<file path="src/rtl/zyz_pkg.sv">
// shared constants, types and functions for the zyz euler angle block
package zyz_pkg;

  // internal angle width, signed q.16 radians
  localparam int ZW        = 20;
  // datapath width of the phi and sin/cos chains
  localparam int PW        = 20;
  // datapath width of the theta and psi chains
  localparam int TW        = 40;
  // product width, PW x 16
  localparam int MW        = PW + 16;
  localparam int TABLE_LEN = 24;

  localparam logic signed [ZW-1:0] PI_Q16      = ZW'(205887);
  localparam logic signed [ZW-1:0] HALF_PI_Q16 = ZW'(102944);
  localparam logic signed [PW-1:0] KINV_Q16    = PW'(39797);
  localparam logic signed [15:0]   OUT_LIMIT   = 16'sd25736;

  // matrix word carried alongside the phi and sin/cos rows of the pipeline
  typedef struct packed {
    logic signed [15:0] m00;
    logic signed [15:0] m01;
    logic signed [15:0] m02;
    logic signed [15:0] m10;
    logic signed [15:0] m11;
    logic signed [15:0] m12;
    logic signed [15:0] m22;
    logic               phi_zero;
  } mat_t;

  // phi and quadrant fold flag
  typedef struct packed {
    logic signed [ZW-1:0] phi;
    logic                 neg;
  } phl_t;

  // degenerate atan2 flags for theta and psi
  typedef struct packed {
    logic theta_zero;
    logic psi_zero;
  } tpz_t;

  // round(atan(2^-i) * 65536)
  function automatic logic signed [ZW-1:0] atan_q16(input int idx);
    logic [16:0] v;
    unique case (idx)
      0:       v = 17'd51472;
      1:       v = 17'd30386;
      2:       v = 17'd16055;
      3:       v = 17'd8150;
      4:       v = 17'd4091;
      5:       v = 17'd2047;
      6:       v = 17'd1024;
      7:       v = 17'd512;
      8:       v = 17'd256;
      9:       v = 17'd128;
      10:      v = 17'd64;
      11:      v = 17'd32;
      12:      v = 17'd16;
      13:      v = 17'd8;
      14:      v = 17'd4;
      15:      v = 17'd2;
      16:      v = 17'd1;
      default: v = 17'd0;
    endcase
    return ZW'($signed({1'b0, v}));
  endfunction

  // q.16 angle to q3.13, half up, saturated
  function automatic logic signed [15:0] to_out(input logic signed [ZW-1:0] a);
    logic signed [ZW:0]   b;
    logic signed [ZW-3:0] r;
    b = (ZW+1)'(a) + (ZW+1)'(4);
    r = (ZW-2)'(b >>> 3);
    if (r > (ZW-2)'(OUT_LIMIT)) begin
      return OUT_LIMIT;
    end else if (r < -(ZW-2)'(OUT_LIMIT)) begin
      return -OUT_LIMIT;
    end
    return 16'(r);
  endfunction

endpackage

</file>
<file path="src/rtl/zyz_cell.sv">
// one cordic micro-rotation cell with its x, y and z registers
module zyz_cell import zyz_pkg::*; #(
  parameter int W     = 20,
  parameter int SHIFT = 0,
  parameter bit VECT  = 1'b1
) (
  input  logic                 clk,
  input  logic                 en,
  input  logic signed [W-1:0]  x_i,
  input  logic signed [W-1:0]  y_i,
  input  logic signed [ZW-1:0] z_i,
  output logic signed [W-1:0]  x_o,
  output logic signed [W-1:0]  y_o,
  output logic signed [ZW-1:0] z_o
);

  logic signed [W-1:0]  dx, dy, x_nxt, y_nxt;
  logic signed [ZW-1:0] ang, z_nxt;
  logic                 up;
  logic signed [W-1:0]  x_r, y_r;
  logic signed [ZW-1:0] z_r;

  // direction: vectoring drives y to zero, rotation drives z to zero
  assign dx  = y_i >>> SHIFT;
  assign dy  = x_i >>> SHIFT;
  assign ang = atan_q16(SHIFT);
  assign up  = VECT ? !y_i[W-1] : z_i[ZW-1];

  always_comb begin
    x_nxt = up ? x_i + dx : x_i - dx;
    y_nxt = up ? y_i - dy : y_i + dy;
    z_nxt = up ? z_i + ang : z_i - ang;
  end

  // cell registers
  always_ff @(posedge clk) begin
    if (en) begin
      x_r <= x_nxt;
      y_r <= y_nxt;
      z_r <= z_nxt;
    end
  end

  assign x_o = x_r;
  assign y_o = y_r;
  assign z_o = z_r;

endmodule

</file>
<file path="src/rtl/zyz_chain.sv">
// row of cordic cells, with quarter-turn prerotation in vectoring mode
module zyz_chain import zyz_pkg::*; #(
  parameter int W      = 20,
  parameter int STAGES = 16,
  parameter bit VECT   = 1'b1
) (
  input  logic                 clk,
  input  logic                 en,
  input  logic signed [W-1:0]  x_i,
  input  logic signed [W-1:0]  y_i,
  input  logic signed [ZW-1:0] z_i,
  output logic signed [W-1:0]  x_o,
  output logic signed [W-1:0]  y_o,
  output logic signed [ZW-1:0] z_o
);

  logic signed [W-1:0]  xw [STAGES+1];
  logic signed [W-1:0]  yw [STAGES+1];
  logic signed [ZW-1:0] zw [STAGES+1];
  logic signed [W-1:0]  x0, y0;
  logic signed [ZW-1:0] z0;

  // prerotation brings a left half plane vector to the right
  always_comb begin
    x0 = x_i;
    y0 = y_i;
    z0 = z_i;
    if (VECT && x_i[W-1]) begin
      if (!y_i[W-1]) begin
        x0 = y_i;
        y0 = -x_i;
        z0 = z_i + HALF_PI_Q16;
      end else begin
        x0 = -y_i;
        y0 = x_i;
        z0 = z_i - HALF_PI_Q16;
      end
    end
  end

  assign xw[0] = x0;
  assign yw[0] = y0;
  assign zw[0] = z0;

  // cells
  for (genvar i = 0; i < STAGES; i++) begin : g_cell
    zyz_cell #(.W(W), .SHIFT(i), .VECT(VECT)) u_cell (
      .clk (clk),
      .en  (en),
      .x_i (xw[i]),
      .y_i (yw[i]),
      .z_i (zw[i]),
      .x_o (xw[i+1]),
      .y_o (yw[i+1]),
      .z_o (zw[i+1])
    );
  end

  assign x_o = xw[STAGES];
  assign y_o = yw[STAGES];
  assign z_o = zw[STAGES];

endmodule

</file>
<file path="config.mk">
export PLATFORM = sky130hd
export DESIGN_NAME = zyz_chain
export DESIGN_NICKNAME = d
export VERILOG_FILES = /design/src/rtl/zyz_pkg.sv /design/src/rtl/zyz_cell.sv /design/src/rtl/zyz_chain.sv
export SDC_FILE = /design/constraint.sdc
export NUM_CORES = 2
export LEC_CHECK = 0
export BUFFER_PORTS_ARGS = -buffer_cell sky130_fd_sc_hd__buf_2
export CELL_PAD_IN_SITES_DETAIL_PLACEMENT = 1
export CELL_PAD_IN_SITES_GLOBAL_PLACEMENT = 2
export CORE_MARGIN = 10
export CORE_UTILIZATION = 24
export CTS_CLUSTER_SIZE = 20
export DETAILED_ROUTE_END_ITERATION = 10
export PLACE_DENSITY = 0.54
export RECOVER_POWER = 100
export SYNTH_ARGS = -nofsm -noshare
export SYNTH_HDL_FRONTEND = slang
export SYNTH_SLANG_ARGS = --single-unit
export TNS_END_PERCENT = 10
</file>
<file path="constraint.sdc">
create_clock -name clk -period 6.6 [get_ports clk]
set_clock_uncertainty 0.15 [all_clocks]
set_input_delay 1.32 -clock clk [delete_from_list [all_inputs] [get_ports clk]]
set_output_delay 1.32 -clock clk [all_outputs]
set_load 0.02 [all_outputs]
</file>
# Word-level counts from Yosys, hierarchy flattened
# Cells that the tools add are included.
# Widths: inputs -> output; s select.
# word_totals
inputBits,62
wordCells,201
reg_bits,960
output_inout_bits,60
# op_classes
mux,54
addsub,99
# op_table
cell,count
$mux 20,54
$add 20x10->20,2
$add 20x11->20,2
$add 20x12->20,2
$add 20x12->20 const B,2
$add 20x13->20,2
$add 20x14->20,2
$add 20x15->20,2
$add 20x16->20,2
$add 20x17->20,2
$add 20x18->20,2
$add 20x19->20,2
$add 20x5->20,2
$add 20x6->20,2
$add 20x7->20,2
$add 20x8->20,2
$add 20x9->20,2
$neg 20->20,2
$sub 20x10->20,2
$sub 20x11->20,2
$sub 20x12->20,2
$sub 20x12->20 const B,2
$sub 20x13->20,2
$sub 20x14->20,2
other kinds (42),53

# Logic depth before layout (Yosys ltp)
# depth
depth_word,5
mapped_depth,19
depth_no_buf,19

# By module
# A second synthesis with hierarchy kept.
# hier_totals
cells_unflattened,8650
hier_area_um2,82700.6
# by_module_without_submodules
module,area_each_um2,instances,cells_per_inst,seq_area_each_um2
zyz_cell (g_cell[0].u_cell),5585.4,1,627,1771.7
zyz_cell (g_cell[2].u_cell),5431.5,1,571,1801.7
zyz_cell (g_cell[3].u_cell),5368.9,1,568,1801.7
zyz_cell (g_cell[4].u_cell),5258.8,1,545,1801.7
zyz_cell (g_cell[5].u_cell),5226.3,1,543,1801.7
zyz_cell (g_cell[1].u_cell),5127.4,1,522,1801.7
zyz_cell (g_cell[15].u_cell),5063.6,1,534,1801.7
zyz_cell (g_cell[13].u_cell),4992.3,1,524,1801.7
zyz_cell (g_cell[11].u_cell),4972.3,1,514,1801.7
zyz_cell (g_cell[14].u_cell),4963.5,1,503,1801.7
zyz_cell (g_cell[12].u_cell),4952.2,1,503,1801.7
zyz_cell (g_cell[8].u_cell),4842.1,1,499,1801.7
zyz_cell (g_cell[10].u_cell),4785.8,1,490,1801.7
zyz_cell (g_cell[6].u_cell),4759.6,1,489,1801.7
3 more rows,-,-,-,-

# Worst setup path before layout
# OpenSTA, ideal clock, no wires.
# synth_timing
path_type,in2reg
startpoint,input x_i[13]
endpoint,register g_cell[0].u_cell.z_r[19] (data pin)
setup_time_ns,0.262
required_time_ns,6.188
n_path_buf,2
path_slack_ns,0.829
cell_stages,17
t_arrival_ns,5.359
path_cell_list,or4_1 -> nor4_1 -> a31oi_4 -> clkinv_4 -> clkbuf_1 -> clkbuf_1 -> ha_1 -> or2_2 -> o22a_1 -> o22ai_1 -> a22oi_2 -> a31oi_4 -> o21a_4 -> o2bb2ai_2 -> a2111oi_2 -> a2111oi_4 -> xnor2_1
# synth_between
elab_chain_cells,4
# synth_rtl
item,line_no,rtl
from (decl),zyz_chain.sv:9,"input logic signed [W-1:0] x_i,"
$neg 20->20,zyz_chain.sv:31,y0 = -x_i;
$mux 20,zyz_chain.sv:29,if (!y_i[W-1]) begin
$mux 20,zyz_chain.sv:28,if (VECT && x_i[W-1]) begin
$mux 20,zyz_cell.sv:32,z_nxt = up ? z_i + ang : z_i - ang;
named net g_cell[0].u_cell.z_nxt[19],zyz_cell.sv:18,"logic signed [ZW-1:0] ang, z_nxt;"
to (signal assigned),zyz_cell.sv:40,z_r <= z_nxt;
to (decl),zyz_cell.sv:21,logic signed [ZW-1:0] z_r;
# The timed path passes the listed nets, and every way through them passes these cells.
# A chain may end at the register's enable or synchronous reset.

# Final worst setup path
# layout_timing
startpoint,input y_i[19]
endpoint,register g_cell[0].u_cell.y_r[18] (data pin)
# layout_between
elab_chain_cells,4
elab_cells_between_ends,7
cone_classes,add/sub (2); mux (5)
# layout_rtl
item,line_no,rtl
from (decl),zyz_chain.sv:10,"input logic signed [W-1:0] y_i,"
$mux 20,zyz_chain.sv:29,
$mux 20,zyz_chain.sv:28,
$sub 20x20->20 / $add 20x20->20 (equally long branches),zyz_cell.sv:31,y_nxt = up ? y_i - dy : y_i + dy;
$mux 20 (*),zyz_cell.sv:31,
named net g_cell[0].u_cell.y_nxt[18],zyz_cell.sv:17,"logic signed [W-1:0] dx, dy, x_nxt, y_nxt;"
to (signal assigned),zyz_cell.sv:39,y_r <= y_nxt;
to (decl),zyz_cell.sv:20,"logic signed [W-1:0] x_r, y_r;"
# The timed path passes the listed nets; every way through them passes the cells marked *.

==> impl_results.html <==
<table>
<tr><th>Metric</th><th>Value</th></tr>
<tr><th colspan="2">Yosys</th></tr>
<tr><td>Top post-synthesis cells by count</td><td>sky130_fd_sc_hd__edfxtp_1 (959), sky130_fd_sc_hd__ha_1 (910), sky130_fd_sc_hd__a21oi_1 (792), sky130_fd_sc_hd__nor2_1 (736), sky130_fd_sc_hd__xnor2_1 (700)</td></tr>
<tr><td>Synthesized area per cell</td><td>9.728 um^2</td></tr>
<tr><td>Syn Nets</td><td>8884</td></tr>
<tr><td>Proportion of synthesized chip area in sequential cells</td><td>37.65%</td></tr>
<tr><td>Synth unique cells</td><td>84</td></tr>
<tr><td>#FFs+latches synth</td><td>959</td></tr>
<tr><td>Leading post-synthesis cells by cell area</td><td>sky130_fd_sc_hd__edfxtp_1 (38%), sky130_fd_sc_hd__ha_1 (15%), sky130_fd_sc_hd__xnor2_1 (8.0%)</td></tr>
<tr><td>Cell count after synthesis</td><td>7863</td></tr>
<tr><td>Cell type with the largest total area after synthesis</td><td>sky130_fd_sc_hd__edfxtp_1</td></tr>
<tr><td>Prevailing post-synth register cell</td><td>sky130_fd_sc_hd__edfxtp_1</td></tr>
<tr><td>Most common cell in the synthesized netlist</td><td>sky130_fd_sc_hd__edfxtp_1</td></tr>
<tr><td>Portion of synthesized cell area occupied by the leading cell type</td><td>37.65%</td></tr>
<tr><td>Async set-or-reset flop fraction in the synthesized netlist</td><td>0%</td></tr>
<tr><td>Post-synth design cell area</td><td>0.07649 mm^2</td></tr>
<tr><td>Yosys synthesis warning count</td><td>0</td></tr>
<tr><td>Number of flops mapped to enable cells by yosys</td><td>959</td></tr>
<tr><th colspan="2">GRT</th></tr>
<tr><td>Global-route congestion overflow total</td><td>0</td></tr>
<tr><td>Global-route wire length before repair</td><td>353500 um</td></tr>
<tr><td>Total global routing track utilization</td><td>12.73%</td></tr>
<tr><td>Largest net degree at the start of global routing</td><td>175</td></tr>
<tr><td>Vias in the first global route</td><td>61190</td></tr>
<tr><td>Antenna violations before repair</td><td>11</td></tr>
<tr><th colspan="2">STA</th></tr>
<tr><td>Worst max-slew margin expressed relative to the limit</td><td>-193.4%</td></tr>
<tr><td>Slew at the pin with the worst max-slew slack</td><td>4.400 ns</td></tr>
<tr><td>Final period utilization</td><td>84.06%</td></tr>
<tr><td>TNS Setup</td><td>0 ns</td></tr>
<tr><td>Hold Violations, Final</td><td>0</td></tr>
<tr><td>Final setup violating endpoints</td><td>0</td></tr>
<tr><td>Fmax achieved</td><td>180.2 MHz</td></tr>
<tr><td>Number of slew-limit violations in the final report</td><td>157</td></tr>
<tr><td>RSZ-0062 raised after global routing</td><td>no</td></tr>
<tr><td>Final period demand of the worst path</td><td>5.548 ns</td></tr>
<tr><th colspan="2">Routing</th></tr>
<tr><td>Post-detailed-route count of antenna-violating nets</td><td>0</td></tr>
<tr><td>Total wire length</td><td>224100 um</td></tr>
<tr><td>Post-detailed-route wirelength per cell</td><td>18.14 um</td></tr>
<tr><td>DRC violations left</td><td>0</td></tr>
<tr><td>Routed vias</td><td>58330</td></tr>
<tr><td>Drt first pass iters</td><td>5</td></tr>
<tr><td>DR iter-0 viols</td><td>2198</td></tr>
<tr><td>DR vias/cell</td><td>4.722</td></tr>
<tr><th colspan="2">Final layout</th></tr>
<tr><td>Area overhead of the layout relative to synthesis</td><td>13.41%</td></tr>
<tr><td>Number of nets in the finished design</td><td>9088</td></tr>
<tr><td>Fraction of final layout cells with drive strength greater than 1</td><td>4.333%</td></tr>
<tr><td>FILL cells</td><td>36190</td></tr>
<tr><th colspan="2">CTS</th></tr>
<tr><td>Worst-path clk slew</td><td>0.06 ns</td></tr>
<tr><td>Clock latency on the worst-skew pair</td><td>0.82 ns</td></tr>
<tr><td>Number of clock sinks</td><td>959</td></tr>
<tr><td>Setup bufs post-CTS</td><td>0</td></tr>
<tr><td>CTS tree</td><td>done</td></tr>
<tr><td>Hold-fix buffer count after cts</td><td>0</td></tr>
<tr><td>Maximum level of the CTS H-tree</td><td>4</td></tr>
<tr><td>TritonCTS Buffers</td><td>138</td></tr>
<tr><td>Gates resized, CTS repair</td><td>0</td></tr>
<tr><td>Buffer depth of the longest clock path</td><td>4</td></tr>
<tr><td>Clock root cell</td><td>sky130_fd_sc_hd__clkbuf_16</td></tr>
<tr><th colspan="2">Die</th></tr>
<tr><td>Core footprint</td><td>0.3178 mm^2</td></tr>
<tr><td>Area of the die</td><td>0.3417 mm^2</td></tr>
<tr><td>Initial cell density of the core</td><td>24.07%</td></tr>
<tr><td>Cell Rows</td><td>207</td></tr>
<tr><td>Die boundary height</td><td>584.6 um</td></tr>
<tr><td>Die width</td><td>584.6 um</td></tr>
<tr><td>Number of placed I/O pins</td><td>122</td></tr>
<tr><th colspan="2">Critical path</th></tr>
<tr><td>Worst path arrival time</td><td>5.92 ns</td></tr>
<tr><td>Cell count of the worst reg-to-reg path</td><td>12</td></tr>
<tr><td>CP Data Required Time</td><td>6.98 ns</td></tr>
<tr><td>CP startpoint kind</td><td>primary input</td></tr>
<tr><td>Kind of end point of the critical path</td><td>flip-flop</td></tr>
<tr><td>Critical setup path kind</td><td>primary input to flip-flop</td></tr>
<tr><td>Peak fanout along the critical path</td><td>18</td></tr>
<tr><th colspan="2">Place</th></tr>
<tr><td>IO buf count</td><td>121</td></tr>
<tr><td>Sum of net half-perimeters after detailed placement</td><td>178900 um</td></tr>
<tr><td>Last weighted congestion value of the routability-driven placer</td><td>0.7767</td></tr>
<tr><th colspan="2">Run</th></tr>
<tr><td>Maxcap violations</td><td>4</td></tr>
<tr><th colspan="2">Min path</th></tr>
<tr><td>Worst Hold Path Cells</td><td>0</td></tr>
<tr><td>Hold crit path type</td><td>flip-flop to flip-flop</td></tr>
<tr><th colspan="2">Outcome</th></tr>
<tr><td>Run status</td><td>complete, but fails checks</td></tr>
<tr><td>Violations in the final reports</td><td>capacitance limit, slew limit</td></tr>
</table>
-- kinds of logic (layout without fill, tap and decap cells) --
kind of cell / count (synthesis) / after routing / share of synthesized area, %
muxes: 56 / 56 / 0.7786
buffers and inverters: 543 / 850 / 2.679
DFF: 959 / 959 / 37.65
AOI/OAI and AO/OA: 1880 / 1880 / 15.39
adders and majority gates: 959 / 959 / 16.17
and+or+nand+nor: 2404 / 2404 / 15.18
xor gates and xnor gates: 1062 / 1062 / 12.16
other: 0 / 3 / 0
-- placed cells by master (no fill, tap or decap), types with 182 or more instances in the layout --
cell and instances:
sky130_fd_sc_hd__edfxtp_1 959, sky130_fd_sc_hd__xor2_1 362, sky130_fd_sc_hd__nand2_1 463, sky130_fd_sc_hd__nor2_1 736, sky130_fd_sc_hd__a21oi_1 793, sky130_fd_sc_hd__nand3_1 182
sky130_fd_sc_hd__ha_1 910, sky130_fd_sc_hd__nor3_1 287, sky130_fd_sc_hd__o21ai_0 320, sky130_fd_sc_hd__inv_1 431, sky130_fd_sc_hd__xnor2_1 700
-- worst paths after layout --
kind	endpoint	slack, ns	start
hold / removal	g_cell[10].u_cell.z_o[1]	0.24	g_cell[9].u_cell.z_o[1]
setup reg to reg	g_cell[13].u_cell.y_o[16]	1.15	g_cell[12].u_cell.y_o[19]
setup / recovery	g_cell[0].u_cell.y_o[18]	1.05	y_i[19]
hold reg to reg	g_cell[10].u_cell.z_o[1]	0.24	g_cell[9].u_cell.z_o[1]
-- metal layers --
| metal | global-route usage (%) | wire (um) | vias to the layer above |
|---|---|---|---|
| met5 | 0 | 0 | - |
| met4 | 2.548 | 4133 | 0 |
| met3 | 1.272 | 4993 | 216 |
| met2 | 22.96 | 110500 | 442 |
| li1 | - | - | 29210 |
| met1 | 16.49 | 104400 | 28460 |
-- critical path, stage by stage --
cell                       delay [ns]
sky130_fd_sc_hd__clkbuf_1        0.75
sky130_fd_sc_hd__inv_1           0.20
sky130_fd_sc_hd__clkbuf_1        0.36
sky130_fd_sc_hd__nor2_1          0.21
sky130_fd_sc_hd__xnor2_1         0.08
sky130_fd_sc_hd__a21oi_1         0.26
sky130_fd_sc_hd__ha_1            0.36
sky130_fd_sc_hd__nor2b_1         0.16
sky130_fd_sc_hd__o21ai_0         0.34
sky130_fd_sc_hd__a21oi_1         0.14
sky130_fd_sc_hd__o21ai_0         0.26
sky130_fd_sc_hd__a211oi_1        0.12
sky130_fd_sc_hd__clkbuf_1        0.15
sky130_fd_sc_hd__a211oi_1        0.23
sky130_fd_sc_hd__clkbuf_1        0.32
sky130_fd_sc_hd__nor3_1          0.14
sky130_fd_sc_hd__o22ai_1         0.18
sky130_fd_sc_hd__o21ai_0         0.13
sky130_fd_sc_hd__xor2_1          0.18
-- layout make-up --
type                    instances  area (um^2)  area share, %
multi-input cells            6361        45600          52.56
inverters                     434         1630          1.879
well taps                    4180         5230          6.029
flip-flops and latches        959        28800          33.20
repair buffers                173        905.9          1.044
diodes                          3        7.507       0.008654
clock inverters                79        903.4          1.041
clock buffers                 164         3679          4.240
-- per-stage QoR --
stage	hold slack, ns	setup slack (ns)	instance area [um^2]	cells	utilization [%]
final	0.2395	1.052	86750	12350	27.30
after global routing	0.2417	0.4864	86750	12350	27.30
after CTS	0.2381	1.386	86970	12350	27.37
after detailed placement	0.2557	0.5378	82390	12110	25.93
after global placement	0.2509	0.5070	82390	12110	25.93
after floorplan	0.2503	0.8285	76490	7863	-
-- sequential cells by signal, summed over array words and instances, names as in the netlist --
signal and cells:
g_cell.u_cell.z_o 320, g_cell.u_cell.y_o 320, g_cell.u_cell.x_o 319
Power is left out: the tool's default activity adds up to more than one toggle a clock period on the data nets, which glitch-free logic cannot reach.
